## src/design/dca_pkg.sv

```systemverilog
// ----------------------------------------------------------------------------
// dca_pkg
// Shared types and codes for the descriptor chain allocator.
// ----------------------------------------------------------------------------
package dca_pkg;

    // request kinds carried in the input tuser
    typedef enum logic [1:0] {
        REQ_ALLOC   = 2'd0,
        REQ_FREE    = 2'd1,
        REQ_REBUILD = 2'd2
    } req_t;

    // result status carried in the output tuser
    typedef enum logic [1:0] {
        STAT_OK       = 2'd0,
        STAT_BAD_LEN  = 2'd1,
        STAT_OVERFILL = 2'd2
    } status_t;

    typedef enum logic [2:0] {
        S_INIT,
        S_IDLE,
        S_ALLOC,
        S_FREE,
        S_REBUILD,
        S_REPLY
    } state_t;

    typedef struct packed {
        status_t     status;
        logic [7:0]  alloc_head;
        logic [8:0]  free_count;
    } result_t;

    localparam logic [8:0] QUEUE_ENTRIES_RST = 9'd256;

endpackage

```

## src/design/dca_ram.sv

```systemverilog
// ----------------------------------------------------------------------------
// dca_ram
// Generic single-write, single-read synchronous RAM, registered read data,
// read returns the old contents on a same-address write.
// ----------------------------------------------------------------------------
module dca_ram #(
    parameter int WIDTH = 9,
    parameter int DEPTH = 256
) (
    input  logic                     clk,
    input  logic                     wr_en,
    input  logic [$clog2(DEPTH)-1:0] wr_addr,
    input  logic [WIDTH-1:0]         wr_data,
    input  logic                     rd_en,
    input  logic [$clog2(DEPTH)-1:0] rd_addr,
    output logic [WIDTH-1:0]         rd_data
);

    logic [WIDTH-1:0] mem [DEPTH];

    always_ff @(posedge clk)
    begin
        if (wr_en)
        begin
            mem[wr_addr] <= wr_data;
        end
        if (rd_en)
        begin
            rd_data <= mem[rd_addr];
        end
    end

endmodule

```

## src/design/dca_ctrl.sv

```systemverilog
// ----------------------------------------------------------------------------
// dca_ctrl
// Request sequencer: walks descriptor chains in the link memory one entry
// per cycle, keeps the free list head and free count, runs the rebuild sweep.
// ----------------------------------------------------------------------------
module dca_ctrl
    import dca_pkg::*;
#(
    parameter int DESC_COUNT = 256
) (
    input  logic       clk,
    input  logic       rst_n,
    input  logic       in_valid,
    output logic       in_ready,
    input  logic [1:0] req_type,
    input  logic [8:0] chain_length,
    input  logic [7:0] chain_head,
    input  logic [8:0] queue_entries,
    input  logic       out_free,
    output logic       out_load,
    output result_t    out_res
);

    localparam int IDX_W = $clog2(DESC_COUNT);
    localparam int CNT_W = $clog2(DESC_COUNT + 2);
    localparam int CMP_W = (CNT_W > 9) ? CNT_W + 1 : 10;
    localparam int ENT_W = IDX_W + 1;
    localparam logic [CNT_W-1:0] RST_N_EFF =
        CNT_W'((DESC_COUNT < 256) ? DESC_COUNT : 256);
    localparam logic [IDX_W-1:0] LAST_IDX = IDX_W'(DESC_COUNT - 1);

    state_t state_reg, state_next;

    logic [IDX_W-1:0] list_head_reg, list_head_next;
    logic [CNT_W-1:0] free_reg, free_next;
    logic [IDX_W-1:0] cur_reg, cur_next;
    logic [IDX_W-1:0] head_reg, head_next;
    logic [IDX_W-1:0] chead_reg, chead_next;
    logic [8:0]       remain_reg, remain_next;
    logic [8:0]       len_reg, len_next;
    logic [CNT_W-1:0] cnt_reg, cnt_next;
    logic [IDX_W-1:0] sweep_idx_reg, sweep_idx_next;
    logic [CNT_W-1:0] sweep_n_reg, sweep_n_next;
    result_t          res_reg, res_next;
    logic             fwd_hit_reg, fwd_hit_next;
    logic [ENT_W-1:0] fwd_data_reg, fwd_data_next;

    logic             wr_en;
    logic [IDX_W-1:0] wr_addr;
    logic [ENT_W-1:0] wr_data;
    logic             rd_en;
    logic [IDX_W-1:0] rd_addr;
    logic [ENT_W-1:0] rd_data;

    logic [IDX_W-1:0] mod_tab [256];
    logic [CNT_W-1:0] n_eff;
    logic [ENT_W-1:0] ent;
    logic [IDX_W-1:0] ent_next;
    logic             ent_cont;
    logic             alloc_bad;
    logic             alloc_more;
    logic             free_more;
    logic             free_over;
    logic             sweep_last;
    logic [CNT_W-1:0] sweep_succ;
    logic             fin;
    result_t          res_comb;

    // index reduction table for the chain head of a free request
    for (genvar g = 0; g < 256; g++)
    begin : g_mod
        assign mod_tab[g] = IDX_W'(g % DESC_COUNT);
    end

    dca_ram #(
        .WIDTH (ENT_W),
        .DEPTH (DESC_COUNT)
    ) u_link_ram (
        .clk     (clk),
        .wr_en   (wr_en),
        .wr_addr (wr_addr),
        .wr_data (wr_data),
        .rd_en   (rd_en),
        .rd_addr (rd_addr),
        .rd_data (rd_data)
    );

    always_comb
    begin
        if (queue_entries == 9'd0 ||
            CMP_W'(queue_entries) > CMP_W'(DESC_COUNT))
        begin
            n_eff = CNT_W'(DESC_COUNT);
        end
        else
        begin
            n_eff = CNT_W'(queue_entries);
        end
    end

    // entry fields, with forwarding of a same-cycle write to the read address
    assign ent        = fwd_hit_reg ? fwd_data_reg : rd_data;
    assign ent_next   = ent[IDX_W-1:0];
    assign ent_cont   = ent[ENT_W-1];

    assign alloc_bad  = (chain_length == 9'd0) ||
                        (CMP_W'(chain_length) > CMP_W'(free_reg));
    assign alloc_more = (remain_reg != 9'd0);
    assign free_more  = ent_cont && (cnt_reg <= n_eff);
    assign free_over  = (CMP_W'(free_reg) + CMP_W'(cnt_reg)) > CMP_W'(n_eff);
    assign sweep_last = (sweep_idx_reg == LAST_IDX);
    assign sweep_succ = CNT_W'(sweep_idx_reg) + CNT_W'(1);

    assign in_ready   = (state_reg == S_IDLE);

    // next state
    always_comb
    begin
        state_next = state_reg;
        unique case (state_reg)
            S_INIT:
            begin
                if (sweep_last)
                begin
                    state_next = S_IDLE;
                end
            end
            S_IDLE:
            begin
                if (in_valid)
                begin
                    unique case (req_type)
                        REQ_ALLOC:
                        begin
                            if (alloc_bad)
                            begin
                                state_next = out_free ? S_IDLE : S_REPLY;
                            end
                            else
                            begin
                                state_next = S_ALLOC;
                            end
                        end
                        REQ_FREE:    state_next = S_FREE;
                        REQ_REBUILD: state_next = S_REBUILD;
                        default:     state_next = out_free ? S_IDLE : S_REPLY;
                    endcase
                end
            end
            S_ALLOC:
            begin
                if (!alloc_more)
                begin
                    state_next = out_free ? S_IDLE : S_REPLY;
                end
            end
            S_FREE:
            begin
                if (!free_more)
                begin
                    state_next = out_free ? S_IDLE : S_REPLY;
                end
            end
            S_REBUILD:
            begin
                if (sweep_last)
                begin
                    state_next = out_free ? S_IDLE : S_REPLY;
                end
            end
            S_REPLY:
            begin
                if (out_free)
                begin
                    state_next = S_IDLE;
                end
            end
            default: state_next = S_IDLE;
        endcase
    end

    // datapath and memory ports
    always_comb
    begin
        list_head_next = list_head_reg;
        free_next      = free_reg;
        cur_next       = cur_reg;
        head_next      = head_reg;
        chead_next     = chead_reg;
        remain_next    = remain_reg;
        len_next       = len_reg;
        cnt_next       = cnt_reg;
        sweep_idx_next = sweep_idx_reg;
        sweep_n_next   = sweep_n_reg;
        res_next       = res_reg;
        wr_en          = 1'b0;
        wr_addr        = cur_reg;
        wr_data        = '0;
        rd_en          = 1'b0;
        rd_addr        = cur_reg;
        fin            = 1'b0;
        res_comb       = '{status: STAT_OK, alloc_head: 8'd0, free_count: 9'(free_reg)};
        out_load       = 1'b0;
        out_res        = res_reg;

        unique case (state_reg)
            S_INIT, S_REBUILD:
            begin
                wr_en   = 1'b1;
                wr_addr = sweep_idx_reg;
                if (sweep_succ < sweep_n_reg)
                begin
                    wr_data = {1'b1, IDX_W'(sweep_succ)};
                end
                if (sweep_last)
                begin
                    list_head_next      = '0;
                    free_next           = sweep_n_reg;
                    res_comb.free_count = 9'(sweep_n_reg);
                    fin                 = (state_reg == S_REBUILD);
                end
                else
                begin
                    sweep_idx_next = sweep_idx_reg + IDX_W'(1);
                end
            end
            S_IDLE:
            begin
                if (in_valid)
                begin
                    unique case (req_type)
                        REQ_ALLOC:
                        begin
                            if (alloc_bad)
                            begin
                                res_comb.status = STAT_BAD_LEN;
                                fin             = 1'b1;
                            end
                            else
                            begin
                                rd_en       = 1'b1;
                                rd_addr     = list_head_reg;
                                cur_next    = list_head_reg;
                                head_next   = list_head_reg;
                                remain_next = chain_length - 9'd1;
                                len_next    = chain_length;
                            end
                        end
                        REQ_FREE:
                        begin
                            rd_en      = 1'b1;
                            rd_addr    = mod_tab[chain_head];
                            cur_next   = mod_tab[chain_head];
                            chead_next = mod_tab[chain_head];
                            cnt_next   = CNT_W'(1);
                        end
                        REQ_REBUILD:
                        begin
                            sweep_idx_next = '0;
                            sweep_n_next   = n_eff;
                        end
                        default:
                        begin
                            fin = 1'b1;
                        end
                    endcase
                end
            end
            S_ALLOC:
            begin
                wr_en   = 1'b1;
                wr_addr = cur_reg;
                if (alloc_more)
                begin
                    wr_data     = {1'b1, ent_next};
                    rd_en       = 1'b1;
                    rd_addr     = ent_next;
                    cur_next    = ent_next;
                    remain_next = remain_reg - 9'd1;
                end
                else
                begin
                    // last entry of the chain ends it
                    wr_data             = {1'b0, ent_next};
                    list_head_next      = ent_next;
                    free_next           = free_reg - CNT_W'(len_reg);
                    res_comb.alloc_head = 8'(head_reg);
                    res_comb.free_count = 9'(free_reg - CNT_W'(len_reg));
                    fin                 = 1'b1;
                end
            end
            S_FREE:
            begin
                if (free_more)
                begin
                    rd_en    = 1'b1;
                    rd_addr  = ent_next;
                    cur_next = ent_next;
                    cnt_next = cnt_reg + CNT_W'(1);
                end
                else
                begin
                    fin = 1'b1;
                    if (free_over)
                    begin
                        res_comb.status = STAT_OVERFILL;
                    end
                    else
                    begin
                        // splice the chain tail onto the free head
                        wr_en               = 1'b1;
                        wr_addr             = cur_reg;
                        wr_data             = {ent_cont, list_head_reg};
                        list_head_next      = chead_reg;
                        free_next           = free_reg + cnt_reg;
                        res_comb.free_count = 9'(free_reg + cnt_reg);
                    end
                end
            end
            S_REPLY:
            begin
                out_load = out_free;
            end
            default:
            begin
            end
        endcase

        if (fin)
        begin
            out_load = out_free;
            out_res  = res_comb;
            res_next = res_comb;
        end
    end

    assign fwd_hit_next  = wr_en && rd_en && (wr_addr == rd_addr);
    assign fwd_data_next = wr_data;

    always_ff @(posedge clk or negedge rst_n)
    begin
        if (!rst_n)
        begin
            state_reg     <= S_INIT;
            list_head_reg <= '0;
            free_reg      <= RST_N_EFF;
            sweep_idx_reg <= '0;
            sweep_n_reg   <= RST_N_EFF;
            fwd_hit_reg   <= 1'b0;
        end
        else
        begin
            state_reg     <= state_next;
            list_head_reg <= list_head_next;
            free_reg      <= free_next;
            sweep_idx_reg <= sweep_idx_next;
            sweep_n_reg   <= sweep_n_next;
            fwd_hit_reg   <= fwd_hit_next;
        end
    end

    always_ff @(posedge clk)
    begin
        cur_reg      <= cur_next;
        head_reg     <= head_next;
        chead_reg    <= chead_next;
        remain_reg   <= remain_next;
        len_reg      <= len_next;
        cnt_reg      <= cnt_next;
        res_reg      <= res_next;
        fwd_data_reg <= fwd_data_next;
    end

endmodule

```

## src/design/descriptor_chain_allocator.sv

```systemverilog
// ----------------------------------------------------------------------------
// descriptor_chain_allocator
// Linked free list of descriptor entries with allocate, free and rebuild.
// ----------------------------------------------------------------------------
// Requests enter on the s_axis channel: tuser holds the request kind
// (allocate, free, rebuild), tdata the chain length and the chain head.
// Every request gives exactly one result on the m_axis channel: tuser holds
// the status, tdata the allocated head and the free count after the request.
// The user must write queue_entries on the cfg channel only while no
// request is in flight; the block does not enforce this. The value is used
// by the next rebuild and by the free walk. Refused allocates and unknown
// kinds are answered from the idle state; an allocate or a free walks its
// chain, one link memory read per entry walked. A rebuild sweeps every
// entry of the link memory; reset runs the same sweep with s_axis_tready low.
// The result sits in an output register; a new request is taken while it
// waits, and the next result holds in the sequencer until m_axis_tready.
// ----------------------------------------------------------------------------
module descriptor_chain_allocator
    import dca_pkg::*;
#(
    parameter int DESC_COUNT = 256
) (
    input  logic        clk,
    input  logic        rst_n,
    input  logic        s_axis_tvalid,
    output logic        s_axis_tready,
    input  logic [23:0] s_axis_tdata,   // chain_length[8:0], chain_head[16:9]
    input  logic [1:0]  s_axis_tuser,   // req_type[1:0]
    output logic        m_axis_tvalid,
    input  logic        m_axis_tready,
    output logic [23:0] m_axis_tdata,   // alloc_head[7:0], free_count[16:8]
    output logic [1:0]  m_axis_tuser,   // status[1:0]
    input  logic        cfg_valid,
    output logic        cfg_ready,
    input  logic [8:0]  cfg_data        // queue_entries[8:0]
);

    logic [8:0] queue_entries_reg;
    logic       m_valid_reg, m_valid_next;
    result_t    m_res_reg;
    logic       out_free;
    logic       out_load;
    result_t    out_res;

    assign cfg_ready = 1'b1;
    assign out_free  = !m_valid_reg || m_axis_tready;

    dca_ctrl #(
        .DESC_COUNT (DESC_COUNT)
    ) u_ctrl (
        .clk           (clk),
        .rst_n         (rst_n),
        .in_valid      (s_axis_tvalid),
        .in_ready      (s_axis_tready),
        .req_type      (s_axis_tuser),
        .chain_length  (s_axis_tdata[8:0]),
        .chain_head    (s_axis_tdata[16:9]),
        .queue_entries (queue_entries_reg),
        .out_free      (out_free),
        .out_load      (out_load),
        .out_res       (out_res)
    );

    always_comb
    begin
        m_valid_next = m_valid_reg;
        if (out_load)
        begin
            m_valid_next = 1'b1;
        end
        else if (m_axis_tready)
        begin
            m_valid_next = 1'b0;
        end
    end

    always_ff @(posedge clk or negedge rst_n)
    begin
        if (!rst_n)
        begin
            queue_entries_reg <= QUEUE_ENTRIES_RST;
            m_valid_reg       <= 1'b0;
        end
        else
        begin
            if (cfg_valid)
            begin
                queue_entries_reg <= cfg_data;
            end
            m_valid_reg <= m_valid_next;
        end
    end

    always_ff @(posedge clk)
    begin
        if (out_load)
        begin
            m_res_reg <= out_res;
        end
    end

    assign m_axis_tvalid = m_valid_reg;
    assign m_axis_tuser  = m_res_reg.status;
    assign m_axis_tdata  = {7'd0, m_res_reg.free_count, m_res_reg.alloc_head};

endmodule

```

## config.mk

```make
export PLATFORM = sky130hd
export DESIGN_NAME = descriptor_chain_allocator
export DESIGN_NICKNAME = d
export VERILOG_FILES = /design/src/design/dca_pkg.sv /design/src/design/dca_ram.sv /design/src/design/dca_ctrl.sv /design/src/design/descriptor_chain_allocator.sv
export SDC_FILE = /design/constraint.sdc
export NUM_CORES = 2
export LEC_CHECK = 0
export BUFFER_PORTS_ARGS = -buffer_cell sky130_fd_sc_hd__buf_2
export CAP_MARGIN = 20
export CORE_MARGIN = 2
export CORE_UTILIZATION = 32
export CTS_CLUSTER_DIAMETER = 40
export CTS_CLUSTER_SIZE = 10
export DETAILED_ROUTE_END_ITERATION = 8
export GPL_ROUTABILITY_DRIVEN = 0
export GPL_TIMING_DRIVEN = 0
export HOLD_SLACK_MARGIN = 0.08
export PLACE_DENSITY = 0.55
export SETUP_SLACK_MARGIN = 0.3
export SLEW_MARGIN = 10
export SYNTH_ARGS = -nofsm -noshare
export SYNTH_HDL_FRONTEND = slang
export SYNTH_SLANG_ARGS = --single-unit
```

## constraint.sdc

```tcl
create_clock -name clk -period 10.2 [get_ports clk]
set_input_delay 1.53 -clock clk [delete_from_list [all_inputs] [get_ports clk]]
set_output_delay 1.53 -clock clk [all_outputs]
set_load 0.01 [all_outputs]
```

==> run summary <==
The count of routing violations after the opening detailed-route iteration is 11600. Summing over every cut layer, the via total after detailed routing is 69300. In this run the mean area of a mapped cell was 14.7 um^2.

The number of remaining DRC errors came out at 0. The setup slack of the worst register-to-register path came out at 1.70 ns. In the layout the commonest cells are edfxtp_1 (2375), nand2_1 (1004), a21oi_1 (448). The I/O pin count is 69. The clock period minus final worst setup slack is 8.50 ns. The count of distinct cell types in the synthesized netlist came out at 96. The die covers 319000 um^2.

The tool flagged a number of max-cap violations equal to 0. The synthesized design contains 2375 enable-type register cells. The first global-routing pass estimated 524000 um of wire.

The pin count of the biggest net entering global routing came out at 87. The sequential-to-total area share from yosys stat is 0.728. The library cell used as clock root buffer is clkbuf_16. The run finished with clean final reports. The placeable core region came out at 312000 um^2. The hold-critical path depth is 2. The final hold violation count was 0. Setup repair after global routing left no endpoint under its margin. The floorplan die width is 565 um. The startpoint identified for the worst hold timing path is u_ctrl.res_reg[18]. The number of H-tree branching levels came out at 5.

The number of storage elements in the synthesis netlist came out at 2459. The worst register-to-register path begins at queue_entries_reg[3]. The number of setup violations in the final report came out at 0.

The total global routing track utilization came out at 0.237. For the pin with the worst max-slew slack, the measured transition is 1.38 ns. The count of nets left with antenna violations once routing finished came out at 0. The max-slew violation count was 0.

The longest clock path from root to sink contains 4 buffers. In the finished design, the share of the clock period the worst path needs comes to 0.833. The cts-stage hold buffer count came out at 0.

Measured along the y axis, the die boundary spans 565 um. The clock edge transition at the registers on the reported setup and hold paths came out at 0.05 ns. Headroom to the max-slew limit came out at 0.0730. The remaining global-route overflow came out at 0. The post-DP HPWL is 280000 um.

Among all flip-flop cells after synthesis, the most frequent one is edfxtp_1. The placed instance count came out at 11200. The number of flip-flops in the largest register is 2304.

The data arrival time of the critical path came out at 8.93 ns. The clock net in this run drives a total of 2459 sinks. The critical path in this run is classified as reg -> reg. During synthesis, Yosys emitted a total of 0 warnings. The worst setup path is captured at a flip-flop. The commonest non-fill, non-tap cell in the layout is edfxtp_1. The total number of placement rows is 205. The synthesized design spends more area on one cell type than any other, namely edfxtp_1.

The share of flip-flops with an asynchronous set or reset came out at 0.0195. Dividing the detail-routed wire length by the instance count gives 32.7 um. After detailed routing, the number of vias per cell comes to 5.83. The required time at the worst-slack endpoint is 10.63 ns. The cell area that synthesis handed to floorplanning was 101000 um^2. The number of buffers created by CTS is 377.

The path with the worst hold slack has its endpoint at u_ctrl.res_reg[18]. The maximum fanout along the worst path is 10. After technology mapping, the gate count stands at 6863. The fraction of final layout cells with drive strength greater than 1 came out at 0.150. At the later pin of the worst-skew pair, clock insertion delay measures 0.93 ns. The total wirelength of the detailed-routed design came out at 389000 um. The capture point of the worst reg-to-reg path is u_ctrl.u_link_ram.rd_data[6].

The worst hold path belongs to the class reg -> reg. The number of nets at the end of the flow is 7542. For this configuration, the core starts out at a cell density of 0.322. The number of standard cells in the final layout excluding fillers is 11900.

The number of port buffers came out at 50. STA classifies the critical path startpoint as a flip-flop. TritonCTS built the clock tree. Derived from the worst setup path, the maximum achievable clock frequency is 118 MHz. Ranked by total cell area, the synthesized netlist is headed by edfxtp_1 (71%), nand2_1 (3.7%), mux2i_1 (3.4%). The initial antenna violation count came out at 27. The worst-case reg-to-reg path depth came out at 20.

The via count of the first global-routing pass is 64800. The clock skew came out at 0.107 ns. After clock tree synthesis, the setup repair step added 0 buffers. Compared with the post-synthesis result, the final layout area differs by 20.0%. The top-area cell type share of the netlist area came out at 0.709. The post-cts sizing count came out at 0. The number of iterations in the first detailed-routing pass came out at 9.
==> kinds of logic after synthesis <==
group / after synthesis / share of synthesized area
AND/OR/NAND/NOR: 1876 / 0.0822
AO/OA/AOI/OAI: 1463 / 0.101
XOR/XNOR: 42 / 0.00366
adder cells (fa/ha/maj): 58 / 0.00736
multiplexers: 429 / 0.0509
buffers and inverters: 534 / 0.0262
flip-flops: 2459 / 0.728
other: 2 / 0.0000747
==> layer usage <==
layer	up-vias	global-route usage	routed length, um
met4	16	0.146	28400
li1	28100	-	-
met5	-	0.000149	126
met3	1129	0.0875	52500
met1	35100	0.301	146000
met2	4963	0.341	163000
==> worst max-delay path, stage by stage (launching register included) <==
cell,delay (ns)
dfrtp_1,0.40
nor4_1,0.33
nand2_1,0.09
ha_1,0.32
nand2b_1,0.25
ha_1,0.33
nand4_1,0.14
a211oi_1,0.50
or4b_1,0.22
nand2_1,0.14
a221o_1,0.47
nor2_2,0.50
inv_2,0.33
nor2_2,0.46
buf_2,0.58
buf_1,0.92
nand3_1,0.33
nand4_1,0.24
nand3_1,0.19
nor3_1,0.79
o311ai_1,0.50
==> cells in the mapped netlist (65+ instances only) <==
cell type	n
a32oi_1	96
o22ai_1	139
a221oi_1	84
and3_1	84
clkbuf_1	236
nand3_1	154
a21oi_1	449
nand2_1	1004
mux2i_1	337
o31ai_1	115
buf_2	127
a211oi_1	133
a22oi_1	65
nand4_1	128
nor2_1	346
edfxtp_1	2375
==> area by class of cell <==
type / instances / area, um^2
repair buffers: 196 / 2130
clock inverters: 244 / 2720
inverters: 53 / 199
well taps: 4140 / 5180
clock buffers: 430 / 9780
plain buffers: 481 / 2440
fillers: 29000 / 192000
diodes: 16 / 40.0
multi-input cells: 3876 / 25000
flip-flops and latches: 2459 / 73200
==> per-stage QoR <==
step / hold WS (ns) / area, um^2 / setup TNS (ns) / setup WS [ns] / util
global placement: 0.437 / 106000 / -7641.73 / -4.14 / 0.339
CTS: 0.458 / 120000 / 0 / 2.02 / 0.385
finish: 0.453 / 121000 / 0 / 1.70 / 0.386
detailed placement: 0.448 / 108000 / 0 / 1.80 / 0.345
floorplan: 0.408 / 101000 / 0 / 2.47 / -
global route: 0.486 / 121000 / 0 / 1.52 / 0.386
==> worst max-delay path by stage <==
| stage | from | end | depth (start not counted) |
|---|---|---|---|
| 2_1_floorplan | queue_entries_reg[7] | u_ctrl.u_link_ram.mem[0][7] | 17 |
| 3_3_place_gp | queue_entries_reg[3] | u_ctrl.u_link_ram.mem[12][2] | 17 |
| 4_1_cts | queue_entries_reg[3] | u_ctrl.u_link_ram.rd_data[3] | 19 |
| 5_1_grt | queue_entries_reg[7] | u_ctrl.u_link_ram.rd_data[6] | 21 |
| 3_5_place_dp | s_axis_tdata[8] | u_ctrl.u_link_ram.rd_data[3] | 16 |
| 6_report | queue_entries_reg[3] | u_ctrl.u_link_ram.rd_data[6] | 20 |
Power is left out: the tool's default activity adds up to more than one toggle a clock period on the data nets, which glitch-free logic cannot reach.
